## config.mk

```make
export PLATFORM = sky130hd
export DESIGN_NAME = hsv_to_rgb_converter_unit
export DESIGN_NICKNAME = d
export VERILOG_FILES = /design/src/rtl/hsv2rgb_pkg.sv /design/src/rtl/hsv2rgb_hue_split.sv /design/src/rtl/hsv2rgb_scale.sv /design/src/rtl/hsv_to_rgb_converter_unit.sv
export SDC_FILE = /design/constraint.sdc
export NUM_CORES = 2
export LEC_CHECK = 0
export BUFFER_PORTS_ARGS = -buffer_cell sky130_fd_sc_hd__buf_2
export CORE_ASPECT_RATIO = 1.5
export CORE_MARGIN = 3
export CORE_UTILIZATION = 35
export DETAILED_ROUTE_END_ITERATION = 7
export GPL_TIMING_DRIVEN = 0
export PLACE_DENSITY = 0.59
export RECOVER_POWER = 50
export SETUP_SLACK_MARGIN = 0.1
export SLEW_MARGIN = 20
export SYNTH_ARGS = -nofsm -noshare
export SYNTH_HDL_FRONTEND = slang
export SYNTH_SLANG_ARGS = --single-unit
```

## constraint.sdc

```tcl
create_clock -name clk -period 9.2 [get_ports clk]
set_input_delay 1.84 -clock clk [delete_from_list [all_inputs] [get_ports clk]]
set_output_delay 1.84 -clock clk [all_outputs]
set_load 0.01 [all_outputs]
```

## src/rtl/hsv2rgb_pkg.sv

```systemverilog
// ----------------------------------------------------------------------------
// HSV to RGB converter package
// Shared widths, sector codes and the words passed between pipeline segments.
// ----------------------------------------------------------------------------
package hsv2rgb_pkg;

  localparam int HUE_W        = 16;
  localparam int CHAN_W       = 8;
  localparam int CHAN_MAX     = (1 << CHAN_W) - 1;
  localparam int HUE_FRAC_DEF = 4;
  localparam int HUE_FRAC_MAX = 8;
  // remainder inside one sector, sized for the largest fraction width
  localparam int REM_W        = $clog2(60 << HUE_FRAC_MAX);
  localparam int LO_W         = HUE_FRAC_MAX;

  // register stages: hue split, channel scale, output
  localparam int SPLIT_STAGES = 3;
  localparam int SCALE_STAGES = 4;
  localparam int PIPE_DEPTH   = SPLIT_STAGES + SCALE_STAGES + 1;

  typedef enum logic [2:0] {
    SECT_0,
    SECT_1,
    SECT_2,
    SECT_3,
    SECT_4,
    SECT_5
  } sector_t;

  typedef struct packed {
    sector_t            sector;
    logic [REM_W-1:0]   rem;
    logic [CHAN_W-1:0]  sat;
    logic [CHAN_W-1:0]  bright;
  } hsplit_t;

  typedef struct packed {
    sector_t            sector;
    logic [CHAN_W-1:0]  bright;
    logic [CHAN_W-1:0]  p;
    logic [CHAN_W-1:0]  q;
    logic [CHAN_W-1:0]  t;
  } pqt_t;

endpackage

```

## src/rtl/hsv2rgb_hue_split.sv

```systemverilog
// ----------------------------------------------------------------------------
// HSV to RGB hue split
// Wraps the hue into one turn and splits it into sector and remainder.
// ----------------------------------------------------------------------------
module hsv2rgb_hue_split #(
  parameter int HUE_FRAC_BITS = hsv2rgb_pkg::HUE_FRAC_DEF
) (
  input  logic                            clk,
  input  logic                            rst,
  input  logic                            up_valid,
  output logic                            up_ready,
  input  logic [hsv2rgb_pkg::HUE_W-1:0]   hue,
  input  logic [hsv2rgb_pkg::CHAN_W-1:0]  sat,
  input  logic [hsv2rgb_pkg::CHAN_W-1:0]  bright,
  output logic                            dn_valid,
  input  logic                            dn_ready,
  output hsv2rgb_pkg::hsplit_t            dn_word
);
  import hsv2rgb_pkg::*;

  // offset by whole turns so the integer degrees are never negative
  localparam int          OFS_TURNS = ((1 << (15 - HUE_FRAC_BITS)) + 359) / 360;
  localparam logic [16:0] HUE_OFS   = 17'(360 * OFS_TURNS);
  localparam logic [16:0] TURN_DEG  = 17'd360;
  localparam logic [17:0] RCP360    = 18'((64'd1 << 26) / 360);
  localparam logic [15:0] LO_MASK   = 16'((1 << HUE_FRAC_BITS) - 1);

  logic [2:0] valid;
  logic [2:0] adv;

  logic signed [16:0] hue_deg;
  logic [16:0]        u_next;
  logic [34:0]        prod;

  logic [16:0]        u1;
  logic [7:0]         q1;
  logic [LO_W-1:0]    lo1;
  logic [CHAN_W-1:0]  sat1;
  logic [CHAN_W-1:0]  bright1;

  logic [16:0]        r0;
  logic [8:0]         r_next;
  logic [8:0]         r2;
  logic [LO_W-1:0]    lo2;
  logic [CHAN_W-1:0]  sat2;
  logic [CHAN_W-1:0]  bright2;

  sector_t            sect_next;
  logic [8:0]         base;
  logic [5:0]         rem_deg;

  assign adv[2]   = !valid[2] || dn_ready;
  assign adv[1]   = !valid[1] || adv[2];
  assign adv[0]   = !valid[0] || adv[1];
  assign up_ready = adv[0];
  assign dn_valid = valid[2];

  // stage 1: integer degrees, reciprocal estimate of the turn count
  assign hue_deg = $signed({hue[HUE_W-1], hue}) >>> HUE_FRAC_BITS;
  assign u_next  = 17'(hue_deg) + HUE_OFS;
  assign prod    = 35'(u_next) * 35'(RCP360);

  // stage 2: remainder, one correction step
  assign r0     = u1 - 17'(q1) * TURN_DEG;
  assign r_next = (r0 >= TURN_DEG) ? 9'(r0 - TURN_DEG) : 9'(r0);

  // stage 3: sector and offset within it
  always_comb begin
    if (r2 >= 9'd300) begin
      sect_next = SECT_5;
      base      = 9'd300;
    end else if (r2 >= 9'd240) begin
      sect_next = SECT_4;
      base      = 9'd240;
    end else if (r2 >= 9'd180) begin
      sect_next = SECT_3;
      base      = 9'd180;
    end else if (r2 >= 9'd120) begin
      sect_next = SECT_2;
      base      = 9'd120;
    end else if (r2 >= 9'd60) begin
      sect_next = SECT_1;
      base      = 9'd60;
    end else begin
      sect_next = SECT_0;
      base      = 9'd0;
    end
  end

  assign rem_deg = 6'(r2 - base);

  always_ff @(posedge clk) begin
    if (rst) begin
      valid <= '0;
    end else begin
      if (adv[0]) valid[0] <= up_valid;
      if (adv[1]) valid[1] <= valid[0];
      if (adv[2]) valid[2] <= valid[1];
    end
  end

  always_ff @(posedge clk) begin
    if (adv[0] && up_valid) begin
      u1      <= u_next;
      q1      <= prod[33:26];
      lo1     <= LO_W'(hue & LO_MASK);
      sat1    <= sat;
      bright1 <= bright;
    end
    if (adv[1] && valid[0]) begin
      r2      <= r_next;
      lo2     <= lo1;
      sat2    <= sat1;
      bright2 <= bright1;
    end
    if (adv[2] && valid[1]) begin
      dn_word.sector <= sect_next;
      dn_word.rem    <= (REM_W'(rem_deg) << HUE_FRAC_BITS) | REM_W'(lo2);
      dn_word.sat    <= sat2;
      dn_word.bright <= bright2;
    end
  end

endmodule

```

## src/rtl/hsv2rgb_scale.sv

```systemverilog
// ----------------------------------------------------------------------------
// HSV to RGB channel scale
// Forms p, q and t as exact truncated products of value and saturation terms.
// ----------------------------------------------------------------------------
module hsv2rgb_scale #(
  parameter int HUE_FRAC_BITS = hsv2rgb_pkg::HUE_FRAC_DEF
) (
  input  logic                  clk,
  input  logic                  rst,
  input  logic                  up_valid,
  output logic                  up_ready,
  input  hsv2rgb_pkg::hsplit_t  up_word,
  output logic                  dn_valid,
  input  logic                  dn_ready,
  output hsv2rgb_pkg::pqt_t     dn_word
);
  import hsv2rgb_pkg::*;

  localparam int SECT_UNITS = 60 << HUE_FRAC_BITS;
  localparam int DEN        = CHAN_MAX * SECT_UNITS;
  localparam int K_W        = CHAN_W + $clog2(SECT_UNITS + 1);
  localparam int DEN_W      = $clog2(DEN + 1);
  localparam int N_W        = CHAN_W + DEN_W;
  // numerator after dropping the fraction bits; divisor is then M * 60
  localparam int X_W        = $clog2(CHAN_MAX * CHAN_MAX * 60 + 1);
  localparam int DIV        = CHAN_MAX * 60;
  localparam int RCP        = (1 << X_W) / DIV;
  localparam int RCP_W      = $clog2(RCP + 1);
  localparam int P_W        = X_W + RCP_W;

  logic [3:0] valid;
  logic [3:0] adv;

  logic [K_W-1:0]     k_next [3];
  logic [X_W-1:0]     x_next [3];
  logic [P_W-1:0]     prod   [3];
  logic [X_W-1:0]     rm     [3];
  logic [CHAN_W-1:0]  res    [3];

  logic [K_W-1:0]     ka [3];
  logic [X_W-1:0]     xb [3];
  logic [X_W-1:0]     xc [3];
  logic [CHAN_W-1:0]  qc [3];
  sector_t            sect [3];
  logic [CHAN_W-1:0]  vv   [3];

  assign adv[3]   = !valid[3] || dn_ready;
  assign adv[2]   = !valid[2] || adv[3];
  assign adv[1]   = !valid[1] || adv[2];
  assign adv[0]   = !valid[0] || adv[1];
  assign up_ready = adv[0];
  assign dn_valid = valid[3];

  // stage A: saturation terms for p, q and t
  assign k_next[0] = K_W'(up_word.sat * SECT_UNITS);
  assign k_next[1] = K_W'(up_word.sat) * K_W'(up_word.rem);
  assign k_next[2] = K_W'(up_word.sat) * K_W'(REM_W'(SECT_UNITS) - up_word.rem);

  always_comb begin
    for (int i = 0; i < 3; i++) begin
      // stage B: full numerator, fraction bits dropped
      x_next[i] = X_W'((N_W'(vv[0]) * N_W'(DEN_W'(DEN) - DEN_W'(ka[i])))
                       >> HUE_FRAC_BITS);
      // stage C: reciprocal estimate
      prod[i]   = P_W'(xb[i]) * P_W'(RCP);
      // stage D: one correction step
      rm[i]     = xc[i] - X_W'(qc[i]) * X_W'(DIV);
      res[i]    = (rm[i] >= X_W'(DIV)) ? qc[i] + 1'b1 : qc[i];
    end
  end

  always_ff @(posedge clk) begin
    if (rst) begin
      valid <= '0;
    end else begin
      if (adv[0]) valid[0] <= up_valid;
      if (adv[1]) valid[1] <= valid[0];
      if (adv[2]) valid[2] <= valid[1];
      if (adv[3]) valid[3] <= valid[2];
    end
  end

  always_ff @(posedge clk) begin
    if (adv[0] && up_valid) begin
      ka      <= k_next;
      sect[0] <= up_word.sector;
      vv[0]   <= up_word.bright;
    end
    if (adv[1] && valid[0]) begin
      xb      <= x_next;
      sect[1] <= sect[0];
      vv[1]   <= vv[0];
    end
    if (adv[2] && valid[1]) begin
      xc      <= xb;
      for (int i = 0; i < 3; i++) qc[i] <= CHAN_W'(prod[i] >> X_W);
      sect[2] <= sect[1];
      vv[2]   <= vv[1];
    end
    if (adv[3] && valid[2]) begin
      dn_word.sector <= sect[2];
      dn_word.bright <= vv[2];
      dn_word.p      <= res[0];
      dn_word.q      <= res[1];
      dn_word.t      <= res[2];
    end
  end

endmodule

```

## src/rtl/hsv_to_rgb_converter_unit.sv

```systemverilog
// ----------------------------------------------------------------------------
// HSV to RGB converter unit
// Fixed-point HSV to RGB conversion, one pixel per clock unless the output stalls, fully pipelined.
// ----------------------------------------------------------------------------
//
//  channel | direction | handshake           | word
//  --------+-----------+---------------------+--------------------------------
//  in      | sink      | in_valid / in_ready | hue, saturation, brightness
//  out     | source    | out_valid/out_ready | red, green, blue
//
//  Throughput is one pixel per clock while the output is not stalled. There
//  are eight register stages (three for the hue wrap and split, four for
//  the channel products and reciprocal division, one output register
//  holding the sector ordering).
//  Reset clears only the stage valid bits; data registers are left as is.
//  A stall on the output backs up only as far as there are full stages:
//  each stage advances when it is empty or its successor advances, so
//  bubbles collapse and no word is dropped or repeated.
// ----------------------------------------------------------------------------
module hsv_to_rgb_converter_unit #(
  parameter int HUE_FRAC_BITS = hsv2rgb_pkg::HUE_FRAC_DEF
) (
  input  logic                            clk,
  input  logic                            rst,
  input  logic                            in_valid,
  output logic                            in_ready,
  input  logic [hsv2rgb_pkg::HUE_W-1:0]   hue,
  input  logic [hsv2rgb_pkg::CHAN_W-1:0]  saturation,
  input  logic [hsv2rgb_pkg::CHAN_W-1:0]  brightness,
  output logic                            out_valid,
  input  logic                            out_ready,
  output logic [hsv2rgb_pkg::CHAN_W-1:0]  red,
  output logic [hsv2rgb_pkg::CHAN_W-1:0]  green,
  output logic [hsv2rgb_pkg::CHAN_W-1:0]  blue
);
  import hsv2rgb_pkg::*;

  logic    split_valid;
  logic    split_ready;
  hsplit_t split_word;

  logic    scale_valid;
  logic    scale_ready;
  pqt_t    scale_word;

  logic    out_adv;

  // wrap hue into one turn, find the sector and the offset within it
  hsv2rgb_hue_split #(
    .HUE_FRAC_BITS (HUE_FRAC_BITS)
  ) u_split (
    .clk      (clk),
    .rst      (rst),
    .up_valid (in_valid),
    .up_ready (in_ready),
    .hue      (hue),
    .sat      (saturation),
    .bright   (brightness),
    .dn_valid (split_valid),
    .dn_ready (split_ready),
    .dn_word  (split_word)
  );

  // p, q and t from value, saturation and sector offset
  hsv2rgb_scale #(
    .HUE_FRAC_BITS (HUE_FRAC_BITS)
  ) u_scale (
    .clk      (clk),
    .rst      (rst),
    .up_valid (split_valid),
    .up_ready (split_ready),
    .up_word  (split_word),
    .dn_valid (scale_valid),
    .dn_ready (scale_ready),
    .dn_word  (scale_word)
  );

  // output register: advance when empty or when the word is taken
  assign out_adv     = !out_valid || out_ready;
  assign scale_ready = out_adv;

  always_ff @(posedge clk) begin
    if (rst) begin
      out_valid <= 1'b0;
    end else if (out_adv) begin
      out_valid <= scale_valid;
    end
  end

  // order v, t, p, q by sector; undefined codes fall to sector zero
  always_ff @(posedge clk) begin
    if (out_adv && scale_valid) begin
      unique case (scale_word.sector)
        SECT_1: begin
          red   <= scale_word.q;
          green <= scale_word.bright;
          blue  <= scale_word.p;
        end
        SECT_2: begin
          red   <= scale_word.p;
          green <= scale_word.bright;
          blue  <= scale_word.t;
        end
        SECT_3: begin
          red   <= scale_word.p;
          green <= scale_word.q;
          blue  <= scale_word.bright;
        end
        SECT_4: begin
          red   <= scale_word.t;
          green <= scale_word.p;
          blue  <= scale_word.bright;
        end
        SECT_5: begin
          red   <= scale_word.bright;
          green <= scale_word.p;
          blue  <= scale_word.q;
        end
        default: begin
          red   <= scale_word.bright;
          green <= scale_word.t;
          blue  <= scale_word.p;
        end
      endcase
    end
  end

endmodule

```

==> impl_metrics.env <==
export IMPL_status="complete, but fails checks"
export IMPL_violations="capacitance limit, slew limit"
export IMPL_crit_arrival_ns=8.22
export IMPL_pin_count=62
export IMPL_crit_type="reg2reg"
export IMPL_hold_buffers=0
export IMPL_worstPathRequired_ns=9.63
export IMPL_num_vias=34500
export IMPL_synthTopCellsByArea="fa_1, edfxtp_1, ha_1"
export IMPL_clock_fmax_mhz=128
export IMPL_synth_nets=6432
export IMPL_grt_util_all_layers=0.155
export IMPL_drv_slew=71
export IMPL_drive_gt1_frac=0.0317
export IMPL_whs_ns=0.407
export IMPL_cts_buffer_depth=3
export IMPL_utilization=0.386
export IMPL_rows=169
export IMPL_drt_pre_antenna_iters=8
export IMPL_avgViaCountPerCell=4.87
export IMPL_layout_nets=6555
export IMPL_syn_inst=5043
export IMPL_wirelength_mm=112
export IMPL_hold_class="reg2reg"
export IMPL_stdcell_count=7083
export IMPL_place_congestion=0.906
export IMPL_critPathCaptureType="register"
export IMPL_grt_max_degree=30
export IMPL_finalClockSkew_ns=0.0241
export IMPL_placed_cells=6999
export IMPL_antenna_left=0
export IMPL_clock_latency_ns=0.63
export IMPL_cts_tree="done"
export IMPL_setup_tns_ns=0
export IMPL_post_cts_resized=0
export IMPL_synth_top_area_frac=0.253
export IMPL_synthesis_area_um2=50300
export IMPL_cts_root_buf="clkbuf_16"
export IMPL_core_area_um2=142000
export IMPL_drv_cap=3
export IMPL_layout_commonest_cell="inv_1"
export IMPL_port_buffers=60
export IMPL_grt_first_pass_wirelength_mm=186
export IMPL_grt_pass1_vias=37000
export IMPL_start_util=0.354
export IMPL_die_w_um=316
export IMPL_ys_warn_count=0
export IMPL_rsz0062_at_grt="false"
export IMPL_ir_worst_vdd_uv=355
export IMPL_fin_crit_ns=7.79
export IMPL_synthArstFlopShare=0
export IMPL_drc=0
export IMPL_finalCritPeriodShare=0.847
export IMPL_leakagePower_nw=25.8
export IMPL_synth_cell_type_count=82
export IMPL_synth_area_per_cell_um2=9.97
export IMPL_mostFrequentLayoutCells="inv_1, ha_1, fa_1"
export IMPL_hpwlAfterDp_mm=94.7
export IMPL_htreeDepth=2
export IMPL_worst_slew_pin_slew_ns=1.96
export IMPL_globalRouteOverflowTotal=0
export IMPL_cts_sinks=392
export IMPL_drtIter0Drc=1561
export IMPL_powerDensity_nw_per_um2=320
export IMPL_dieArea_um2=148000
export IMPL_cts_setup_buffers=0
export IMPL_seq_area_frac_synth=0.232
export IMPL_cts_inserted_buffers=46
export IMPL_yosys_area_top_type="fa_1"
export IMPL_hold_viol=0
export IMPL_ys_seq_elements=392
export IMPL_setup_viol=0
export IMPL_wl_per_cell_um=15.8
export IMPL_area_growth_pct=8.95
export IMPL_antenna_found_initial=1
export IMPL_crit_fanout=10
export IMPL_die_h_um=470
export IMPL_relSlewSlack=-0.321
export IMPL_startpoint_type="register"
export IMPL_synth_main_ff_cell="edfxtp_1"
export IMPL_synth_edff_count=384
export IMPL_path_clk_slew_ns=0.07
[cell type report]
cell class                 count  area, µm²
timing repair buffer          75        538
inverter                    1090       4090
antenna                        1       2.50
fill                       14200      87300
clock buffer                  56       1230
clock inverter                27        342
multi-input combinational   3478      34200
buffer                        83        319
sequential                   392      11700
tap                         1881       2350
[worst paths after layout]
| check | slack (ns) | depth (start not counted) | from | endpoint |
|---|---|---|---|---|
| max | 1.41 | 26 | u_scale.qc[0][5]$_DFFE_PP_ | u_scale.dn_word[23]$_DFFE_PP_ |
| min | 0.41 | 0 | u_split.sat1[3]$_DFFE_PP_ | u_split.sat2[3]$_DFFE_PP_ |
| max reg2reg | 1.41 | 26 | u_scale.qc[0][5]$_DFFE_PP_ | u_scale.dn_word[23]$_DFFE_PP_ |
| min reg2reg | 0.41 | 0 | u_split.sat1[3]$_DFFE_PP_ | u_split.sat2[3]$_DFFE_PP_ |
[cells in the mapped netlist, drive strengths merged (48+ instances only)]
cell,instances
inv,1090
xnor2,203
and2,235
nor3,59
o21ai,136
clkbuf,79
a21oi,192
edfxtp,384
a21o,48
nand2,449
nor2b,55
ha,718
nor2,199
xor2,81
fa,635
nand3,66
[state kept, by name, summed over array words and instances, names as in the netlist, 9 cells and up]
signal           count
u_scale.qc          24
u_split.dn_word     29
u_scale.dn_word     35
u_scale.ka          47
u_scale.sect         9
u_scale.vv          24
u_scale.xb          64
u_split.u1          13
u_scale.xc          60
u_split.r2           9
[stage by stage]
| step | power (mW) | area, µm² | setup WS (ns) |
|---|---|---|---|
| CTS | 17.7 | 55000 | 1.32 |
| floorplan | 13.0 | 50300 | 2.03 |
| detailed placement | 15.7 | 53400 | 1.08 |
| global route | 19.7 | 54800 | 0.814 |
| global placement | 15.4 | 53000 | -0.152 |
| finish | 17.5 | 54800 | 1.41 |
[cells by family after synthesis]
logic type               Yosys count  synth area share
AO/OA/AOI/OAI                    624            0.0813
XOR/XNOR                         285            0.0499
adder cells (fa/ha/maj)         1353             0.431
buffers and inverters           1173            0.0877
flip-flops                       392             0.232
multiplexers                       4          0.000796
AND/OR/NAND/NOR                 1212             0.117
[power by group]
part           switching (mW)  leakage, nW  internal, mW
clock                   0.786        0.758          1.13
sequential              0.152         3.58          2.66
combinational            7.09         21.4          5.69
total                    8.03         25.8          9.49
[critical path, cell delays in order, from the launching register on]
cell and delay (ns):
edfxtp_1 0.60, fa_1 0.71, inv_1 0.09, fa_1 0.54, inv_1 0.05, fa_1 0.52
fa_1 0.50, ha_1 0.33, o21ai_0 0.13, a21boi_0 0.13, o21ai_0 0.21, a21boi_0 0.13
o21ai_0 0.25, nand2b_1 0.11, xnor2_1 0.21, ha_1 0.26, clkbuf_1 0.20, a21o_1 0.20
a211o_1 0.33, nor3_1 0.26, o211ai_1 0.22, o211a_1 0.18, o22ai_1 0.16, nand2_1 0.12
a2111oi_4 0.72, nor3_1 0.14, xnor2_1 0.30
[metal layers]
layer	track usage	vias up	wire length, µm
li1	-	16600	-
met1	0.172	17000	42900
met2	0.299	593	60900
met3	0.0155	229	3280
met4	0.0622	0	4950
met5	0	-	0
Note: power is estimated with default switching activity, not from simulation.
